--- config.mk ---
export PLATFORM = sky130hd
export DESIGN_NAME = range_encoder_with_carry_top
export DESIGN_NICKNAME = d
export VERILOG_FILES = /design/src/hdl/rec_pkg.sv /design/src/hdl/rec_datapath.sv /design/src/hdl/rec_ctrl.sv /design/src/hdl/range_encoder_with_carry_top.sv
export SDC_FILE = /design/constraint.sdc
export NUM_CORES = 2
export LEC_CHECK = 0
export BUFFER_PORTS_ARGS = -buffer_cell sky130_fd_sc_hd__clkbuf_2
export CAP_MARGIN = 20
export CORE_MARGIN = 3
export CORE_UTILIZATION = 50
export DETAILED_ROUTE_END_ITERATION = 8
export GPL_TIMING_DRIVEN = 0
export PLACE_DENSITY_LB_ADDON = 0.08
export SLEW_MARGIN = 20
export SYNTH_ARGS = -nofsm -noshare
export SYNTH_HDL_FRONTEND = slang
export SYNTH_HIERARCHICAL = 1
export SYNTH_SLANG_ARGS = --single-unit
--- constraint.sdc ---
create_clock -name aclk -period 10.35 [get_ports aclk]
set_input_delay 0 -clock aclk [delete_from_list [all_inputs] [get_ports aclk]]
set_output_delay 0 -clock aclk [all_outputs]
set_load 0.01 [all_outputs]
--- src/hdl/rec_pkg.sv ---
// ----------------------------------------------------------------------------
// rec_pkg
// Types and constants shared by the range encoder controller and datapath.
// ----------------------------------------------------------------------------
`default_nettype none

package rec_pkg;

    // request codes carried on s_tuser
    localparam logic [1:0] REQ_START  = 2'd0;
    localparam logic [1:0] REQ_ENCODE = 2'd1;
    localparam logic [1:0] REQ_FINISH = 2'd2;

    localparam logic [31:0] TOP_LIMIT   = 32'h0100_0000;
    localparam logic [31:0] HIGH_THRESH = 32'hFF00_0000;
    localparam logic [31:0] RANGE_INIT  = 32'hFFFF_FFFF;
    localparam logic [7:0]  PEND_ONES   = 8'hFF;
    localparam logic [7:0]  PEND_ZEROS  = 8'h00;

    typedef enum logic [3:0] {
        ST_IDLE,
        ST_DECODE,
        ST_MUL_CUM,
        ST_DIV_CUM,
        ST_ADD_LOW,
        ST_MUL_FRQ,
        ST_DIV_FRQ,
        ST_SET_RANGE,
        ST_NORM,
        ST_SHIFT,
        ST_PUT_CACHE,
        ST_PUT_PEND,
        ST_FLUSH_HOLD
    } state_t;

    typedef struct packed {
        logic capture;
        logic coder_clear;
        logic mul_load;
        logic mul_sel_frq;
        logic div_step;
        logic add_low;
        logic set_range;
        logic shift_range;
        logic put_cache;
        logic put_pend;
        logic resolve;
        logic defer;
        logic flush_hold;
    } cmd_t;

    typedef struct packed {
        logic [1:0] req;
        logic       sym_ok;
        logic       div_done;
        logic       need_norm;
        logic       resolve_ok;
        logic       pend_zero;
        logic       can_put;
        logic       out_free;
        logic       hold_valid;
    } status_t;

endpackage

`default_nettype wire

--- src/hdl/rec_datapath.sv ---
// ----------------------------------------------------------------------------
// rec_datapath
// Coder state, shared multiplier, radix-4 restoring divider, byte holdback
// and output register of the range encoder.
// ----------------------------------------------------------------------------
`default_nettype none

module rec_datapath
    import rec_pkg::*;
#(
    parameter int FREQ_BITS   = 16,
    parameter int PENDING_MAX = 32
) (
    input  wire logic        aclk,
    input  wire logic        aresetn,
    input  wire logic [1:0]  s_tuser,
    input  wire logic [47:0] s_tdata,
    input  wire cmd_t        cmd,
    output status_t          status,
    output logic             m_tvalid,
    input  wire logic        m_tready,
    output logic [7:0]       m_tdata,
    output logic             m_tlast,
    output logic [0:0]       m_tuser
);

    localparam int DW    = 32 + FREQ_BITS + (FREQ_BITS % 2);
    localparam int NSTEP = DW / 2;
    localparam int CW    = (NSTEP > 1) ? $clog2(NSTEP) : 1;
    localparam int PCW   = $clog2(PENDING_MAX + 1);

    function automatic logic [FREQ_BITS-1:0] fmask(input logic [15:0] v);
        logic [31:0] w;
        w = {16'd0, v};
        return w[FREQ_BITS-1:0];
    endfunction

    logic [1:0]           req_reg;
    logic [FREQ_BITS-1:0] cum_reg, frq_reg, tot_reg;

    logic [31:0]          range_reg, low_reg;
    logic                 carry_reg;
    logic [7:0]           cache_reg;
    logic [PCW-1:0]       pend_reg;
    logic                 ovf_reg;

    logic [DW-1:0]        dq_reg, dq_next;
    logic [FREQ_BITS-1:0] rem_reg, rem_next;
    logic [CW-1:0]        cnt_reg;

    logic [7:0]           hold_byte_reg;
    logic                 hold_ovf_reg;
    logic                 hold_valid_reg;
    logic [7:0]           out_byte_reg;
    logic                 out_ovf_reg;
    logic                 out_last_reg;
    logic                 out_valid_reg;

    logic [FREQ_BITS-1:0]  mul_op;
    logic [31+FREQ_BITS:0] prod;
    logic [32:0]           low_sum;
    logic [7:0]            put_byte;
    logic                  out_free;

    // input latch
    always_ff @(posedge aclk) begin
        if (cmd.capture) begin
            req_reg <= s_tuser;
            cum_reg <= fmask(s_tdata[15:0]);
            frq_reg <= fmask(s_tdata[31:16]);
            tot_reg <= fmask(s_tdata[47:32]);
        end
    end

    assign mul_op  = cmd.mul_sel_frq ? frq_reg : cum_reg;
    assign prod    = (32 + FREQ_BITS)'(range_reg) * (32 + FREQ_BITS)'(mul_op);
    assign low_sum = {1'b0, low_reg} + {1'b0, dq_reg[31:0]};

    // two restoring steps per cycle, quotient bits shift in from the bottom
    always_comb begin
        logic [FREQ_BITS:0] sh;
        rem_next = rem_reg;
        dq_next  = dq_reg;
        for (int k = 0; k < 2; k++) begin
            sh      = {rem_next, dq_next[DW-1]};
            dq_next = {dq_next[DW-2:0], 1'b0};
            if (sh >= {1'b0, tot_reg}) begin
                rem_next   = FREQ_BITS'(sh - {1'b0, tot_reg});
                dq_next[0] = 1'b1;
            end else begin
                rem_next = sh[FREQ_BITS-1:0];
            end
        end
    end

    always_ff @(posedge aclk) begin
        if (cmd.mul_load) begin
            dq_reg  <= DW'(prod);
            rem_reg <= '0;
            cnt_reg <= '0;
        end else if (cmd.div_step) begin
            dq_reg  <= dq_next;
            rem_reg <= rem_next;
            cnt_reg <= cnt_reg + CW'(1);
        end
    end

    // coder state
    always_ff @(posedge aclk) begin
        if (!aresetn || cmd.coder_clear) begin
            range_reg <= RANGE_INIT;
            low_reg   <= '0;
            carry_reg <= 1'b0;
            cache_reg <= '0;
            pend_reg  <= '0;
            ovf_reg   <= 1'b0;
        end else begin
            if (cmd.add_low) begin
                low_reg   <= low_sum[31:0];
                carry_reg <= carry_reg | low_sum[32];
            end
            if (cmd.set_range) begin
                range_reg <= dq_reg[31:0];
            end
            if (cmd.shift_range) begin
                range_reg <= {range_reg[23:0], 8'd0};
            end
            if (cmd.put_pend) begin
                pend_reg <= pend_reg - PCW'(1);
            end
            if (cmd.resolve) begin
                cache_reg <= low_reg[31:24];
                carry_reg <= 1'b0;
                low_reg   <= {low_reg[23:0], 8'd0};
            end
            if (cmd.defer) begin
                if (pend_reg < PCW'(PENDING_MAX)) begin
                    pend_reg <= pend_reg + PCW'(1);
                end else begin
                    ovf_reg <= 1'b1;
                end
                low_reg <= {low_reg[23:0], 8'd0};
            end
        end
    end

    assign put_byte = cmd.put_cache ? cache_reg + {7'd0, carry_reg}
                                    : (carry_reg ? PEND_ZEROS : PEND_ONES);
    assign out_free = !out_valid_reg || m_tready;

    // one byte held back so the last one of a request can be marked
    always_ff @(posedge aclk) begin
        if (!aresetn) begin
            hold_valid_reg <= 1'b0;
            out_valid_reg  <= 1'b0;
        end else begin
            if (cmd.put_cache || cmd.put_pend) begin
                hold_byte_reg  <= put_byte;
                hold_ovf_reg   <= ovf_reg;
                hold_valid_reg <= 1'b1;
                if (hold_valid_reg) begin
                    out_byte_reg  <= hold_byte_reg;
                    out_ovf_reg   <= hold_ovf_reg;
                    out_last_reg  <= 1'b0;
                    out_valid_reg <= 1'b1;
                end else if (m_tready) begin
                    out_valid_reg <= 1'b0;
                end
            end else if (cmd.flush_hold) begin
                out_byte_reg   <= hold_byte_reg;
                out_ovf_reg    <= hold_ovf_reg;
                out_last_reg   <= 1'b1;
                out_valid_reg  <= 1'b1;
                hold_valid_reg <= 1'b0;
            end else if (m_tready) begin
                out_valid_reg <= 1'b0;
            end
        end
    end

    assign m_tvalid   = out_valid_reg;
    assign m_tdata    = out_byte_reg;
    assign m_tlast    = out_last_reg;
    assign m_tuser[0] = out_ovf_reg;

    always_comb begin
        status.req        = req_reg;
        status.sym_ok     = (tot_reg != '0) && (frq_reg != '0) &&
                            (({1'b0, cum_reg} + {1'b0, frq_reg}) <= {1'b0, tot_reg});
        status.div_done   = (cnt_reg == CW'(NSTEP - 1));
        status.need_norm  = (range_reg < TOP_LIMIT) && (range_reg != '0);
        status.resolve_ok = (low_reg < HIGH_THRESH) || carry_reg;
        status.pend_zero  = (pend_reg == '0);
        status.can_put    = !hold_valid_reg || out_free;
        status.out_free   = out_free;
        status.hold_valid = hold_valid_reg;
    end

endmodule

`default_nettype wire

--- src/hdl/rec_ctrl.sv ---
// ----------------------------------------------------------------------------
// rec_ctrl
// Sequencer of the range encoder: decodes a request and steps the datapath
// through multiply, divide, normalize and byte shift-out.
// ----------------------------------------------------------------------------
`default_nettype none

module rec_ctrl
    import rec_pkg::*;
#(
    parameter int FLUSH_BYTES = 5
) (
    input  wire logic    aclk,
    input  wire logic    aresetn,
    input  wire logic    s_tvalid,
    output logic         s_tready,
    input  wire status_t status,
    output cmd_t         cmd
);

    localparam int FCW = (FLUSH_BYTES > 1) ? $clog2(FLUSH_BYTES) : 1;

    state_t         state_reg, state_next;
    logic [FCW-1:0] flush_cnt_reg;
    logic           step_done;
    logic           flush_last;
    state_t         ret_state;

    // one shift-out step of low is complete
    assign step_done  = ((state_reg == ST_SHIFT) && !status.resolve_ok) ||
                        ((state_reg == ST_PUT_PEND) && status.pend_zero);
    assign flush_last = (flush_cnt_reg == FCW'(FLUSH_BYTES - 1));
    assign ret_state  = (status.req == REQ_FINISH)
                        ? (flush_last ? ST_FLUSH_HOLD : ST_SHIFT) : ST_NORM;

    always_ff @(posedge aclk) begin
        if (!aresetn) begin
            state_reg <= ST_IDLE;
        end else begin
            state_reg <= state_next;
        end
    end

    always_ff @(posedge aclk) begin
        if (state_reg == ST_DECODE) begin
            flush_cnt_reg <= '0;
        end else if (step_done && status.req == REQ_FINISH && !flush_last) begin
            flush_cnt_reg <= flush_cnt_reg + FCW'(1);
        end
    end

    always_comb begin
        state_next = state_reg;
        unique case (state_reg)
            ST_IDLE: begin
                if (s_tvalid) begin
                    state_next = ST_DECODE;
                end
            end
            ST_DECODE: begin
                unique case (status.req)
                    REQ_ENCODE: state_next = status.sym_ok ? ST_MUL_CUM : ST_IDLE;
                    REQ_FINISH: state_next = ST_SHIFT;
                    default:    state_next = ST_IDLE;
                endcase
            end
            ST_MUL_CUM:   state_next = ST_DIV_CUM;
            ST_DIV_CUM: begin
                if (status.div_done) begin
                    state_next = ST_ADD_LOW;
                end
            end
            ST_ADD_LOW:   state_next = ST_MUL_FRQ;
            ST_MUL_FRQ:   state_next = ST_DIV_FRQ;
            ST_DIV_FRQ: begin
                if (status.div_done) begin
                    state_next = ST_SET_RANGE;
                end
            end
            ST_SET_RANGE: state_next = ST_NORM;
            ST_NORM:      state_next = status.need_norm ? ST_SHIFT : ST_FLUSH_HOLD;
            ST_SHIFT:     state_next = status.resolve_ok ? ST_PUT_CACHE : ret_state;
            ST_PUT_CACHE: begin
                if (status.can_put) begin
                    state_next = ST_PUT_PEND;
                end
            end
            ST_PUT_PEND: begin
                if (status.pend_zero) begin
                    state_next = ret_state;
                end
            end
            ST_FLUSH_HOLD: begin
                if (!status.hold_valid || status.out_free) begin
                    state_next = ST_IDLE;
                end
            end
            default:      state_next = ST_IDLE;
        endcase
    end

    always_comb begin
        cmd      = '0;
        s_tready = 1'b0;
        unique case (state_reg)
            ST_IDLE: begin
                // no request is taken while in reset
                s_tready    = aresetn;
                cmd.capture = s_tvalid;
            end
            ST_DECODE: begin
                cmd.coder_clear = (status.req == REQ_START);
            end
            ST_MUL_CUM: begin
                cmd.mul_load = 1'b1;
            end
            ST_DIV_CUM, ST_DIV_FRQ: begin
                cmd.div_step = 1'b1;
            end
            ST_ADD_LOW: begin
                cmd.add_low = 1'b1;
            end
            ST_MUL_FRQ: begin
                cmd.mul_load    = 1'b1;
                cmd.mul_sel_frq = 1'b1;
            end
            ST_SET_RANGE: begin
                cmd.set_range = 1'b1;
            end
            ST_NORM: begin
                cmd.shift_range = status.need_norm;
            end
            ST_SHIFT: begin
                cmd.defer = !status.resolve_ok;
            end
            ST_PUT_CACHE: begin
                cmd.put_cache = status.can_put;
            end
            ST_PUT_PEND: begin
                cmd.resolve  = status.pend_zero;
                cmd.put_pend = !status.pend_zero && status.can_put;
            end
            ST_FLUSH_HOLD: begin
                cmd.flush_hold = status.hold_valid && status.out_free;
            end
            default: begin
                cmd = '0;
            end
        endcase
    end

endmodule

`default_nettype wire

--- src/hdl/range_encoder_with_carry_top.sv ---
// ----------------------------------------------------------------------------
// range_encoder_with_carry_top
// 32-bit range encoder with carry propagation and pending-byte handling.
// ----------------------------------------------------------------------------
// Usage:
//   The s_ channel takes one request at a time: s_tuser selects start, encode
//   or finish, s_tdata carries the cumulative, symbol and total frequencies.
//   The m_ channel returns the compressed stream one byte per beat; m_tlast
//   marks the final byte caused by a request, m_tuser flags pending overflow.
//   Start and ignored requests produce no bytes.
//   Encode runs the divider twice per symbol, two quotient bits a cycle,
//   then normalizes range, shifting out one byte of low per normalizing
//   shift. Finish shifts out FLUSH_BYTES bytes of low. The first byte
//   reaches m_tvalid after the divisions finish; the last one follows
//   when the request ends.
//   The block holds one byte back and owns a one-deep output register, so a
//   new request is taken while the final byte still waits on m_tready. When
//   the receiver stalls, byte emission pauses and no byte is lost.
//   Reset (aresetn low, synchronous) sets range to all ones and clears low,
//   carry, cache, pending count, overflow and both channels.
// ----------------------------------------------------------------------------
`default_nettype none

module range_encoder_with_carry_top
    import rec_pkg::*;
#(
    parameter int FREQ_BITS   = 16,
    parameter int PENDING_MAX = 32,
    parameter int FLUSH_BYTES = 5
) (
    input  wire logic        aclk,
    input  wire logic        aresetn,
    input  wire logic        s_tvalid,
    output logic             s_tready,
    input  wire logic [47:0] s_tdata,  // cum_freq[15:0], sym_freq[31:16], total_freq[47:32]
    input  wire logic [1:0]  s_tuser,  // req_type[1:0]
    output logic             m_tvalid,
    input  wire logic        m_tready,
    output logic [7:0]       m_tdata,  // out_byte[7:0]
    output logic             m_tlast,
    output logic [0:0]       m_tuser   // overflow[0]
);

    cmd_t    cmd;
    status_t status;

    rec_ctrl #(
        .FLUSH_BYTES (FLUSH_BYTES)
    ) u_ctrl (
        .aclk     (aclk),
        .aresetn  (aresetn),
        .s_tvalid (s_tvalid),
        .s_tready (s_tready),
        .status   (status),
        .cmd      (cmd)
    );

    rec_datapath #(
        .FREQ_BITS   (FREQ_BITS),
        .PENDING_MAX (PENDING_MAX)
    ) u_datapath (
        .aclk     (aclk),
        .aresetn  (aresetn),
        .s_tuser  (s_tuser),
        .s_tdata  (s_tdata),
        .cmd      (cmd),
        .status   (status),
        .m_tvalid (m_tvalid),
        .m_tready (m_tready),
        .m_tdata  (m_tdata),
        .m_tlast  (m_tlast),
        .m_tuser  (m_tuser)
    );

endmodule

`default_nettype wire

# == After elaboration in Yosys (flattened, before gate mapping) ==
# Index checks and enable logic that the tools add are counted.
# totals
inputBits,54
regBits,227
elab_cells,161
output_inout_bits,12
# classes
n_mul,1
bitwise,2
n_eq_ne,23
reduce_logical,39
n_lt_le_gt_ge,6
mux,58
add_sub_neg,9
# op_table
cell,n
$mux 32,5
$mux 48,2
$pmux 4 s13,1
$mul 32x16->48,1
$mux 16,3
$mux 8,5
$ge 17x16->1,2
$add 32x32->33,1
$lt 32x25->1 const B,1
$lt 32x32->1 const B,1
$mux 4,8
$reduce_bool 16->1,2
$reduce_bool 32->1,1
$sub 16x16->16,2
$mux 1,26
$eq 4x4->1 const B,5
$mux 6,3
$add 16x16->17,1
$le 17x16->1,1
$eq 4x3->1 const B,4
$logic_and 1x1->1,9
$add 8x1->8,1
$eq 4x2->1 const B,2
$ne 2x1->1 const B,4
other kinds (28),47

# == Logic depth before layout (Yosys ltp) ==
# logic_depth
depth_word,8
ltp_mapped,31

# == Modules after synthesis ==
# Netlist, hierarchy kept.
# modules_own_cells
module,area_per_inst_um2,n_inst,cells_each,seq_area_each_um2
rec_datapath,29537.1,1,3202,5575.3
rec_ctrl,763.2,1,101,140.1

# == Least setup slack after synthesis ==
# Ideal clock, no wire load.
# synth_path
path_type,register to register
start,reg u_ctrl.state_reg[2]
end,"reg u_datapath.dq_reg[32], data pin"
stages_incl_launch_ff,30
setup_time_ps,260
setup_slack_ps,2381
t_arrival_ps,7709
required_ps,10090
period_less_slack_ps,7969
cell_sequence,dfxtp_1 -> clkbuf_1 -> nand2b_1 -> nor2_1 -> clkbuf_1 -> buf_1 -> mux2_2 -> clkbuf_1 -> and2_1 -> fa_1 -> inv_1 -> fa_1 -> fa_1 -> fa_1 -> inv_1 -> fa_1 -> inv_1 -> fa_1 -> inv_1 -> ha_1 -> a21oi_1 -> o21bai_1 -> a21o_1 -> a2111oi_4 -> a2111oi_4 -> or3_2 -> a21o_1 -> a21oi_1 -> xnor2_1 -> mux2_2
# synth_lines
item,line_no,text
from (decl),rec_ctrl.sv:23,"state_t state_reg, state_next;"
from (signal assigned),rec_ctrl.sv:40,state_reg <= state_next;
to (signal assigned),rec_datapath.sv:98,dq_reg <= DW'(prod);
to (signal assigned),rec_datapath.sv:102,dq_reg <= dq_next;
to (decl),rec_datapath.sv:47,"logic [DW-1:0] dq_reg, dq_next;"

==> results.md <==
* Outcome: finished, final reports clean
* Leading cell type in the layout, fill and taps excluded: inv_1
* Critical Path RT at roughly 11 ns
* H-Tree Depth at 1
* Placed wire-length estimate at 74.6 mm
* Cell variety after synth at 86
* Total grt overflow at 0
* CTS Buffer Depth at 3
* Synth area leader: fa_1
* Mapped Nets at 4006
* CTS Buf Count at 24
* Main flop type after synthesis: edfxtp_1
* Worst setup EP type: flip-flop
* Sum of negative setup slack at 0 ns
* Met1 Resource Use GR at 42.6%
* Layout cells sized above 1 at 6.95%
* Number of diodes at 0
* Crit path top cell by count: fa_1
* Final-report setup violation count at 0
* Clk_skew at 0.0281 ns
* Register area share after synthesis at 18.9%
* Max FFs per register at 48
* Vias at 24117
* Number of synthesized flops with an enable pin at 117
* Avg Inst Size Synth at 9.17 sq um
* Crit path max fanout at 10
* Die Ht at ~250 microns
* Yosys top cell area share at between 20% and 30%
* Nets@finish at around 4200
* Die Area at 0.0636 sq mm
* Synth warn at 6
* Final hold vios at 0
* Die width at ~250 microns
* Maximum Capacitance Violations at 0
* CTS tree: done
* Slowest cell on crit path: a211oi_1
* Total global-route track usage at 29.0%
* Sink Count at 227
* Clock latency on the worst-skew pair at 0.57 ns
* Post-Synthesis Cells at 3303
* Vias in the first global route at roughly 25000
* Grt met3 use at under 10%
* Slew Viols, Final at 0
* PortBufs at 65
* First drt pass iteration count at 6
* Maximum number of pins on one net before global-route repair at 49
* Mapped Area at 0.0303 sq mm
* Worst R2R Setup Slack at approximately 0.48 ns
* Worst setup SP type: flip-flop
* Commonest cells after routing, fill and taps aside: 520 x inv_1, 422 x fa_1, 402 x nand2_1
* Fin crit share at between 90% and 100%
* Area contributors post-synth: fa_1 28%, edfxtp_1 12%, ha_1 9.4%
* Crit path kind: flip-flop to flip-flop
* Slew margin rel. at a little under a third
* Row count at 89
* Min-Delay Path Class: input pin to flip-flop
* IO Pins at 66
* Least-Margin Pin Slew at around 1.0 ns
* DRT iter0 DRCs at 2054
* GPL Wtd Cong at between 0.9 and 1
* Final wirelength at 91.1 mm
* Initial antenna violation count at 4
* FMAX at 0.101 GHz
* RSZ-0062 raised after global routing: false
* DRC errors left at 0
* Root buf cell: clkbuf_16
* Met2 Use GR at 46.0%
* Total core area at 0.0595 sq mm
* Routed Antenna Nets at 0
* Clock transition at path regs at 0.06 ns
* Post-DR vias/cell at between 5 and 6
* Routed WL per cell at 21.5 microns
* Postcts setup bufs at 0
* First-pass GRT wire length at 142 mm
* Starting Density at 51.0%
* #FFs+latches synth at between 200 and 250
* Max stage delay on crit path at 0.72 ns
* Most Crowded Layer GR: met2
* Period minus WS final at 9.87 ns
* Ys async rst share at 0%
* WP data arrival at 10.19 ns
* Area Growth Syn to Fin at 8.78%
-- logic make-up after synthesis --
logic type                 synth area share [%]
AOI/OAI and AO/OA                          10.1
xor gates and xnor gates                   3.32
adders and majority gates                  37.3
buffers and inverters                      8.73
DFF                                        18.9
muxes                                      5.74
and+or+nand+nor                            16.0
-- stage by stage --
step / hold slack (ns) / worst slack [ns] / cell area, sq um / utilization, % / std cells
finish: 0.156 / 0.475 / 33000 / 55.4 / 4239
global route: 0.138 / 0.0312 / 33000 / 55.4 / 4239
CTS: 0.128 / 0.202 / 33000 / 55.4 / 4239
detailed placement: 0.179 / 0.245 / 31600 / 53.2 / 4142
global placement: 0.178 / 0.252 / 31600 / 53.1 / 4141
floorplan: 0.0989 / 2.38 / 30300 / - / 3303
-- Yosys cell counts, drive strengths merged (5+ instances only) --
cell type,count
xnor2,79
o21a,17
and3,21
o31ai,5
buf,17
nor2,141
and2,213
nand3,24
nor2b,29
nand3b,7
edfxtp,117
or2,7
dfxtp,110
nand2,403
clkbuf,161
o211a,5
inv,520
nand4,26
nor3b,10
a211oi,37
or3,12
mux2i,69
nand2b,20
o21bai,21
o211ai,8
a21oi,147
a2111oi,8
a311oi,7
nor3,39
mux2,93
ha,227
o21ai,84
a221oi,7
a21o,58
nor4,19
a21boi,6
a31oi,9
o41ai,6
xor2,36
fa,422
-- critical path: cells and delay by family (launching register included) --
| family | cells | cell delay, ns |
|---|---|---|
| xor+xnor | 1 | 0.15 |
| mux | 2 | 0.79 |
| simple gates | 6 | 1.54 |
| flops | 1 | 0.36 |
| buf+inv | 9 | 1.99 |
| fa+ha+maj | 7 | 3.25 |
| compound gates | 5 | 1.52 |
-- worst paths after layout --
kind              depth (start not counted)                      to                        start
setup / recovery                         30   u_datapath/dq_reg[43]          u_ctrl/state_reg[2]
hold / removal                            2  u_datapath/tot_reg[15]                  s_tdata[47]
setup reg to reg                         30   u_datapath/dq_reg[43]          u_ctrl/state_reg[2]
hold reg to reg                           0   u_datapath/m_tdata[1]  u_datapath/hold_byte_reg[1]
-- routing by layer --
layer  part of all wire, %  vias to the layer above
met5                 0.064                        -
met4                   2.5                        2
met3                   6.2                      122
met2                    45                      752
met1                    46                    12246
li1                      -                    10995
-- cell type report --
cell class / instances / area [sq um]
Sequential cell: 227 / 5720
Inverter: 520 / 1950
Tap cell: 773 / 967
Multi-Input combinational cell: 2378 / 21900
Buffer: 178 / 699
Clock buffer: 25 / 604
Timing Repair Buffer: 119 / 876
Fill cell: 5386 / 26500
Clock inverter: 19 / 201
-- timing repair --
| action | in CTS | in global routing |
|---|---|---|
| endpoints found under the hold margin | 56 | 0 |
| endpoints found under the setup margin | 0 | 8 |
| gates resized for setup | 0 | 12 |
| hold buffers | 53 | 0 |
Power is not shown: default switching activity piles up to over one toggle a cycle in this logic, so the estimate is an artifact.
